--- config.mk ---
export PLATFORM = sky130hd
export DESIGN_NAME = e2q_cordic
export DESIGN_NICKNAME = d
export VERILOG_FILES = /design/src/design/e2q_pkg.sv /design/src/design/e2q_cordic.sv
export SDC_FILE = /design/constraint.sdc
export NUM_CORES = 2
export LEC_CHECK = 0
export BUFFER_PORTS_ARGS = -buffer_cell sky130_fd_sc_hd__buf_2
export CORE_ASPECT_RATIO = 0.9
export CORE_MARGIN = 1.5
export CORE_UTILIZATION = 45
export CTS_CLUSTER_SIZE = 14
export DETAILED_ROUTE_END_ITERATION = 10
export PLACE_DENSITY = 0.59
export SETUP_SLACK_MARGIN = 0.3
export SLEW_MARGIN = 10
export SYNTH_ARGS = -nofsm -noshare
export SYNTH_HDL_FRONTEND = slang
export SYNTH_SLANG_ARGS = --single-unit
export TNS_END_PERCENT = 10
--- constraint.sdc ---
create_clock -name clk -period 6.3 [get_ports clk]
set_clock_uncertainty 0.05 [all_clocks]
set_input_delay 1.26 -clock clk [delete_from_list [all_inputs] [get_ports clk]]
set_output_delay 1.26 -clock clk [all_outputs]
set_load 0.02 [all_outputs]
--- src/design/e2q_pkg.sv ---
`default_nettype none
package e2q_pkg;
  localparam int CORDIC_ITERATIONS = 14;
  localparam int ATAN_ENTRIES = 24;
  localparam int NUM_ITER = (CORDIC_ITERATIONS < ATAN_ENTRIES) ? CORDIC_ITERATIONS
                                                                : ATAN_ENTRIES;
  localparam int AW = 16;
  localparam int QW = 16;
  // CORDIC datapath width: Q30 angles up to about +-pi and gains up to ~1.65
  localparam int CW = 34;
  localparam int SCW = 17;
  localparam logic signed [CW-1:0] GAIN_Q30    = 34'sd652032874;
  localparam logic signed [CW-1:0] HALF_PI_Q30 = 34'sd1686629713;
  localparam logic signed [CW-1:0] PI_Q30      = 34'sd3373259426;
  localparam logic signed [QW-1:0] ONE_Q14     = 16'sd16384;

  typedef logic signed [AW-1:0] angle_t;
  typedef logic signed [QW-1:0] quat_t;
  typedef logic signed [SCW-1:0] sc_t;

  typedef struct packed {
    angle_t roll_angle;
    angle_t pitch_angle;
    angle_t yaw_angle;
  } in_item_t;

  typedef struct packed {
    quat_t quat_x;
    quat_t quat_y;
    quat_t quat_z;
    quat_t quat_w;
  } out_item_t;

  // atan(2^-i) in Q30, truncated
  function automatic logic signed [CW-1:0] atan_q30(input logic [4:0] i);
    logic [31:0] v;
    case (i)
      5'd0: v = 32'h3243F6A8;  5'd1: v = 32'h1DAC6705;
      5'd2: v = 32'h0FADBAFC;  5'd3: v = 32'h07F56EA6;
      5'd4: v = 32'h03FEAB76;  5'd5: v = 32'h01FFD55B;
      5'd6: v = 32'h00FFFAAA;  5'd7: v = 32'h007FFF55;
      5'd8: v = 32'h003FFFEA;  5'd9: v = 32'h001FFFFD;
      5'd10: v = 32'h000FFFFF; 5'd11: v = 32'h0007FFFF;
      5'd12: v = 32'h0003FFFF; 5'd13: v = 32'h0001FFFF;
      5'd14: v = 32'h0000FFFF; 5'd15: v = 32'h00007FFF;
      5'd16: v = 32'h00003FFF; 5'd17: v = 32'h00001FFF;
      5'd18: v = 32'h00000FFF; 5'd19: v = 32'h000007FF;
      5'd20: v = 32'h000003FF; 5'd21: v = 32'h000001FF;
      5'd22: v = 32'h000000FF; 5'd23: v = 32'h0000007F;
      default: v = 32'h0;
    endcase
    return $signed({2'b00, v});
  endfunction
endpackage
`default_nettype wire

--- src/design/e2q_cordic.sv ---
`default_nettype none
// Pipelined CORDIC rotation: one register stage per iteration plus
// range fold in and rounding out. Advances only when en is high.
module e2q_cordic (
  input  wire logic            clk,
  input  wire logic            en,
  input  wire e2q_pkg::angle_t angle,
  output e2q_pkg::sc_t         sin_q15,
  output e2q_pkg::sc_t         cos_q15
);
  import e2q_pkg::*;

  logic signed [CW-1:0] x_r [NUM_ITER+1];
  logic signed [CW-1:0] y_r [NUM_ITER+1];
  logic signed [CW-1:0] z_r [NUM_ITER+1];
  logic                 neg_r [NUM_ITER+1];
  logic signed [CW-1:0] z_in;
  sc_t sin_r, cos_r;

  // range fold of the half angle
  always_comb begin
    z_in = CW'(angle) <<< 16;
  end

  always_ff @(posedge clk) begin
    if (en) begin
      x_r[0] <= GAIN_Q30;
      y_r[0] <= '0;
      if (z_in > HALF_PI_Q30) begin
        z_r[0] <= z_in - PI_Q30;
        neg_r[0] <= 1'b1;
      end else if (z_in < -HALF_PI_Q30) begin
        z_r[0] <= z_in + PI_Q30;
        neg_r[0] <= 1'b1;
      end else begin
        z_r[0] <= z_in;
        neg_r[0] <= 1'b0;
      end
    end
  end

  // micro-rotations
  for (genvar i = 0; i < NUM_ITER; i++) begin : g_it
    always_ff @(posedge clk) begin
      if (en) begin
        neg_r[i+1] <= neg_r[i];
        if (!z_r[i][CW-1]) begin
          x_r[i+1] <= x_r[i] - (y_r[i] >>> i);
          y_r[i+1] <= y_r[i] + (x_r[i] >>> i);
          z_r[i+1] <= z_r[i] - atan_q30(5'(i));
        end else begin
          x_r[i+1] <= x_r[i] + (y_r[i] >>> i);
          y_r[i+1] <= y_r[i] - (x_r[i] >>> i);
          z_r[i+1] <= z_r[i] + atan_q30(5'(i));
        end
      end
    end
  end

  // round Q30 to Q15 and apply fold sign
  logic signed [CW-1:0] xr, yr;
  always_comb begin
    xr = (x_r[NUM_ITER] + CW'(16384)) >>> 15;
    yr = (y_r[NUM_ITER] + CW'(16384)) >>> 15;
  end

  always_ff @(posedge clk) begin
    if (en) begin
      cos_r <= neg_r[NUM_ITER] ? -SCW'(xr) : SCW'(xr);
      sin_r <= neg_r[NUM_ITER] ? -SCW'(yr) : SCW'(yr);
    end
  end

  assign sin_q15 = sin_r;
  assign cos_q15 = cos_r;
endmodule
`default_nettype wire

==> Word level (Yosys, flattened, before mapping) <==
Memory sizes are Yosys's and may differ from the RTL's.
Cells that the tools add are included.
Widths: inputs -> output; s select.
{ "word_totals": {"reg_bits": 34, "mem_bits_rw": 1545, "output_inout_bits": 34, "mem_count": 4} }
{ "op_classes": {"n_addsub": 89, "magnitude_cmp": 2, "muxes": 145, "bitwise_logic": 46} }
{ "mem_list": {"columns": ["name", "words", "word_bits", "read_ports", "rd_clocked_by_memory_dff", "write_ports", "line", "rtl"], "rows": [
  ["x_r", 15, 34, 15, 0, 15, "e2q_cordic.sv:13", "logic signed [CW-1:0] x_r [NUM_ITER+1];"],
  ["y_r", 15, 34, 15, 0, 15, "e2q_cordic.sv:14", "logic signed [CW-1:0] y_r [NUM_ITER+1];"],
  ["z_r", 15, 34, 14, 0, 15, "e2q_cordic.sv:15", "logic signed [CW-1:0] z_r [NUM_ITER+1];"],
  ["neg_r", 15, 1, 15, 0, 15, "e2q_cordic.sv:16", "logic neg_r [NUM_ITER+1];"]
]} }
{ "op_table": {"columns": ["cell", "n"], "rows": [
  ["$mux 34", 44],
  ["$mux 1", 99],
  ["$add 34x21->34", 2],
  ["$add 34x22->34", 2],
  ["$add 34x23->34", 2],
  ["$add 34x24->34", 2],
  ["$add 34x25->34", 2],
  ["$add 34x26->34", 2],
  ["$add 34x27->34", 2],
  ["$add 34x28->34", 2],
  ["$add 34x29->34", 2],
  ["$add 34x30->34", 2],
  ["$add 34x31->34", 2],
  ["$add 34x32->34", 2],
  ["$add 34x33->34", 2],
  ["$sub 34x21->34", 2],
  ["$sub 34x22->34", 2],
  ["$sub 34x23->34", 2],
  ["$sub 34x24->34", 2],
  ["$sub 34x25->34", 2],
  ["$sub 34x26->34", 2],
  ["$sub 34x27->34", 2],
  ["$sub 34x28->34", 2],
  ["$sub 34x29->34", 2],
  ["42 further kinds", 95]
]} }

==> Logic depth before layout (Yosys ltp) <==
{ "depth": {"word_depth": 7, "depth_mapped": 22, "mapped_depth_nobuf": 22} }

==> Worst setup path after synthesis <==
OpenSTA, ideal clock, no wires.
{ "synth_timing": {"kind": "in2reg", "from": "in en", "to": "mem y_r[6][33], in the netlist y_r[0][237], data pin", "setup_time_ps": 259, "arrival_time_ps": 5849, "t_required_ps": 5991, "setup_slack_ps": 141, "path_stages": 19, "path_cell_list": "clkbuf_1 clkbuf_1 nand2_1 inv_1 clkbuf_1 buf_1 a21oi_1 xnor2_1 ha_1 or3_1 a311o_1 a2111oi_0 nor4_1 o21ai_1 o211ai_1 a31oi_1 o21ai_0 a21oi_1 xnor2_1"} }
{ "synth_rtl": {"columns": ["item", "line", "rtl"], "rows": [
  ["start: declaration", "e2q_cordic.sv:6", "input wire logic en,"],
  ["end: declaration", "e2q_cordic.sv:14", null]
]} }

==> impl_metrics.env <==
export IMPL_outcome="finished clean"
export IMPL_post_drt_wl_per_cell_um=19.4
export IMPL_tritoncts="built"
export IMPL_synth_fp_nets=12503
export IMPL_grt_setup_unrepaired="true"
export IMPL_chipHeight_um=469
export IMPL_synth_ff_latch_count=1292
export IMPL_area_growth_syn_to_layout_pct=9.19
export IMPL_grt_pass1_wl_mm=449
export IMPL_part_of_the_yosys_area_used_for_sequential_elements_pct=35.8
export IMPL_route_final_wire_length_mm=285
export IMPL_cts_htree_levels=4
export IMPL_globalRouteOverflowTotal=0
export IMPL_gp_congestion=0.951
export IMPL_critPathLaunchType="flop"
export IMPL_crit_reg2reg_capture="y_r[0][167]"
export IMPL_async_sr_flop_fraction_pct=0
export IMPL_hold_path_cell_count=0
export IMPL_endpoint_kind="flop"
export IMPL_dr_pass1_iters=6
export IMPL_cts_reportedPaths_clkPinSlew_ns=0.06
export IMPL_pin_count_of_the_biggest_net_entering_global_routing=192
export IMPL_synthCells=11222
export IMPL_io_pin_count=52
export IMPL_avgViaCountPerCell=5.79
export IMPL_antenna_found_initial=5
export IMPL_cts_resized=0
export IMPL_synthFlopType="sky130_fd_sc_hd__edfxtp_1"
export IMPL_drive_gt1_share_pct=5.01
export IMPL_portBuffers=51
export IMPL_yosysTopAreaCell="sky130_fd_sc_hd__edfxtp_1"
export IMPL_reg2reg_slack_ns=0.56
export IMPL_crit_path_end="y_r[0][167]"
export IMPL_area_enclosed_by_the_die_boundary_um2=244000
export IMPL_first_iteration_detailed_routing_drc_count=5932
export IMPL_drc_errors=0
export IMPL_max_cap_violations=0
export IMPL_groute_usage_overall_pct=22.8
export IMPL_hpwl_mm=226
export IMPL_synth_lib_cells_used_distinct=84
export IMPL_rr_worst_depth=18
export IMPL_final_min_period_over_clock_period_pct=91.1
export IMPL_tritoncts_num_buffers=156
export IMPL_timing_rr_start="x_r[3][3]"
export IMPL_slew_at_the_pin_with_the_worst_max_slew_slack_ns=1.30
export IMPL_cts_path_max_buffers=3
export IMPL_vias_in_the_first_global_route=81385
export IMPL_starting_density_pct=45.3
export IMPL_clock_sinks=1292
export IMPL_synthesis_yosys_warnings=0
export IMPL_worst_endpoint_required_ns=6.80
export IMPL_finalSetupViolations=0
export IMPL_worst_skew_pair_late_latency_ns=0.82
export IMPL_timing_final_max_slew_violations=0
export IMPL_cell_chosen_for_the_clock_root="sky130_fd_sc_hd__clkbuf_16"
export IMPL_hold_path_class="flop to flop"
export IMPL_crit_path_start="x_r[3][3]"
export IMPL_post_cts_setup_buffer_count=0
export IMPL_design_core_area_um2=239000
export IMPL_relSlewSlack_pct=12.6
export IMPL_sum_of_negative_setup_slack_ns=0
export IMPL_path_max_fanout=6
export IMPL_post_synth_instance_area_um2=108000
export IMPL_row_count=170
export IMPL_netlist_area_leader_share_pct=35.8
export IMPL_route_vias_total=85066
export IMPL_cp_data_arrival_time_ns=6.24
export IMPL_synthesis_area_per_instance_um2=9.66
export IMPL_timing_worst_setup_path_type="flop to flop"
export IMPL_ys_top_cells_by_area="sky130_fd_sc_hd__edfxtp_1 (36%), sky130_fd_sc_hd__ha_1 (14%), sky130_fd_sc_hd__xnor2_1 (8.9%)"
export IMPL_nets=12667
export IMPL_die_width_um=520
export IMPL_max_clock_freq_ghz=0.174
export IMPL_cts_hold_buffers_added=0
export IMPL_period_needed_ns=5.74
export IMPL_final_hold_violation_count=0
export IMPL_postRouteAntennaNets=0
export IMPL_number_of_enable_flip_flop_cells_after_synthesis=1292
-- registers in the layout, summed over array words and instances (netlist names) --
name,count
y_r,427
z_r,416
x_r,400
cos_q15,17
sin_q15,17
neg_r,15
-- synth_stat cells (25+ instances only) --
library cell,number
sky130_fd_sc_hd__edfxtp_1,1292
sky130_fd_sc_hd__ha_1,1224
sky130_fd_sc_hd__a21oi_1,1145
sky130_fd_sc_hd__xnor2_1,1102
sky130_fd_sc_hd__nor2_1,814
sky130_fd_sc_hd__o21ai_0,604
sky130_fd_sc_hd__nand2_1,601
sky130_fd_sc_hd__xor2_1,561
sky130_fd_sc_hd__a21o_1,542
sky130_fd_sc_hd__inv_1,442
sky130_fd_sc_hd__nor3_1,267
sky130_fd_sc_hd__nand3_1,216
sky130_fd_sc_hd__nor2b_1,188
sky130_fd_sc_hd__o21a_1,187
sky130_fd_sc_hd__nand2b_1,182
sky130_fd_sc_hd__clkbuf_1,164
sky130_fd_sc_hd__o21bai_1,139
sky130_fd_sc_hd__o31ai_1,129
sky130_fd_sc_hd__a31oi_1,110
sky130_fd_sc_hd__and3_1,102
sky130_fd_sc_hd__a211oi_1,96
sky130_fd_sc_hd__or3_1,94
sky130_fd_sc_hd__nand4_1,88
sky130_fd_sc_hd__nor4_1,70
sky130_fd_sc_hd__or2_2,61
sky130_fd_sc_hd__and2_1,59
sky130_fd_sc_hd__o41ai_1,52
sky130_fd_sc_hd__mux2i_1,49
sky130_fd_sc_hd__or4_1,43
sky130_fd_sc_hd__o211ai_1,41
sky130_fd_sc_hd__fa_1,39
sky130_fd_sc_hd__o31a_1,39
sky130_fd_sc_hd__a21boi_0,29
sky130_fd_sc_hd__buf_1,25
-- logic make-up (layout without fill, tap and decap cells) --
group | Yosys count | after routing | share of synthesized area [%]
AOI/OAI and AO/OA | 3422 | 3422 | 20.1
and+or+nand+nor | 2868 | 2868 | 12.9
xor gates and xnor gates | 1663 | 1663 | 13.4
DFF | 1292 | 1292 | 35.8
adders and majority gates | 1263 | 1263 | 14.8
buffers and inverters | 641 | 930 | 2.22
muxes | 73 | 73 | 0.702
other | 0 | 1 | 0
-- layout make-up --
type,instances,area [µm²]
diodes,1,2.50
clock buffers,182,4000
clock inverters,101,1230
fillers,21975,121000
inverters,452,1700
multi-input cells,9289,67200
flip-flops and latches,1292,38800
well taps,3182,3980
repair buffers,195,1440
-- critical path: stages, from the launching register on --
cell	delay (ns)
sky130_fd_sc_hd__edfxtp_1	0.45
sky130_fd_sc_hd__inv_1	0.09
sky130_fd_sc_hd__ha_1	0.18
sky130_fd_sc_hd__nand2b_1	0.12
sky130_fd_sc_hd__or4b_2	0.69
sky130_fd_sc_hd__nand2b_1	0.24
sky130_fd_sc_hd__or4_1	0.53
sky130_fd_sc_hd__nand2_1	0.12
sky130_fd_sc_hd__xor2_1	0.17
sky130_fd_sc_hd__ha_1	0.33
sky130_fd_sc_hd__a21o_1	0.21
sky130_fd_sc_hd__or4_1	0.39
sky130_fd_sc_hd__o21ai_0	0.49
sky130_fd_sc_hd__a21oi_1	0.23
sky130_fd_sc_hd__o221a_2	0.32
sky130_fd_sc_hd__o41a_1	0.37
sky130_fd_sc_hd__a21o_1	0.23
sky130_fd_sc_hd__mux2i_1	0.15
sky130_fd_sc_hd__o311ai_0	0.13
-- placed cells by master (no fill, tap or decap), types with 102 or more instances in the layout --
cell type / synthesis / layout
sky130_fd_sc_hd__xnor2_1: 1102 / 1102
sky130_fd_sc_hd__o21a_1: 187 / 187
sky130_fd_sc_hd__nand2b_1: 182 / 182
sky130_fd_sc_hd__nand3_1: 216 / 216
sky130_fd_sc_hd__a21o_1: 542 / 542
sky130_fd_sc_hd__nand2_1: 601 / 598
sky130_fd_sc_hd__o21bai_1: 139 / 139
sky130_fd_sc_hd__clkbuf_16: 0 / 156
sky130_fd_sc_hd__inv_1: 442 / 441
sky130_fd_sc_hd__edfxtp_1: 1292 / 1292
sky130_fd_sc_hd__o31ai_1: 129 / 129
sky130_fd_sc_hd__o21ai_0: 604 / 604
sky130_fd_sc_hd__nor2_1: 814 / 814
sky130_fd_sc_hd__and3_1: 102 / 102
sky130_fd_sc_hd__buf_4: 0 / 137
sky130_fd_sc_hd__a31oi_1: 110 / 110
sky130_fd_sc_hd__nor3_1: 267 / 266
sky130_fd_sc_hd__a21oi_1: 1145 / 1145
sky130_fd_sc_hd__ha_1: 1224 / 1224
sky130_fd_sc_hd__xor2_1: 561 / 561
sky130_fd_sc_hd__nor2b_1: 188 / 188
-- routing by layer --
| metal | up-vias | track usage, % | routed length [µm] |
|---|---|---|---|
| met5 | - | 0 | 0 |
| met4 | 0 | 6.11 | 7270 |
| met3 | 398 | 2.95 | 14600 |
| met2 | 2017 | 37.8 | 129000 |
| met1 | 40467 | 31.3 | 134000 |
| li1 | 42184 | - | - |
-- worst min-delay path by stage --
stage	endpoint	startpoint	slack [ns]
finish	neg_r[1][3]	neg_r[1][2]	0.35
floorplan	neg_r[0][1]	neg_r[0][0]	0.35
global route	neg_r[1][3]	neg_r[1][2]	0.36
global placement	neg_r[0][6]	neg_r[0][5]	0.35
CTS	neg_r[1][3]	neg_r[1][2]	0.33
detailed placement	neg_r[0][7]	neg_r[0][6]	0.35
-- stage by stage --
stage	std cells	setup slack [ns]	instance area, µm²	util, %	hold WS (ns)
after floorplan	11222	0.369	108000	-	0.350
after global placement	14410	0.330	113000	47.3	0.353
after detailed placement	14410	0.328	113000	47.3	0.355
after CTS	14693	0.673	118000	49.5	0.333
after global routing	14694	0.275	118000	49.5	0.358
final	14694	0.559	118000	49.5	0.348
Power is not shown: default switching activity piles up to over one toggle a cycle in this logic, so the estimate is an artifact.
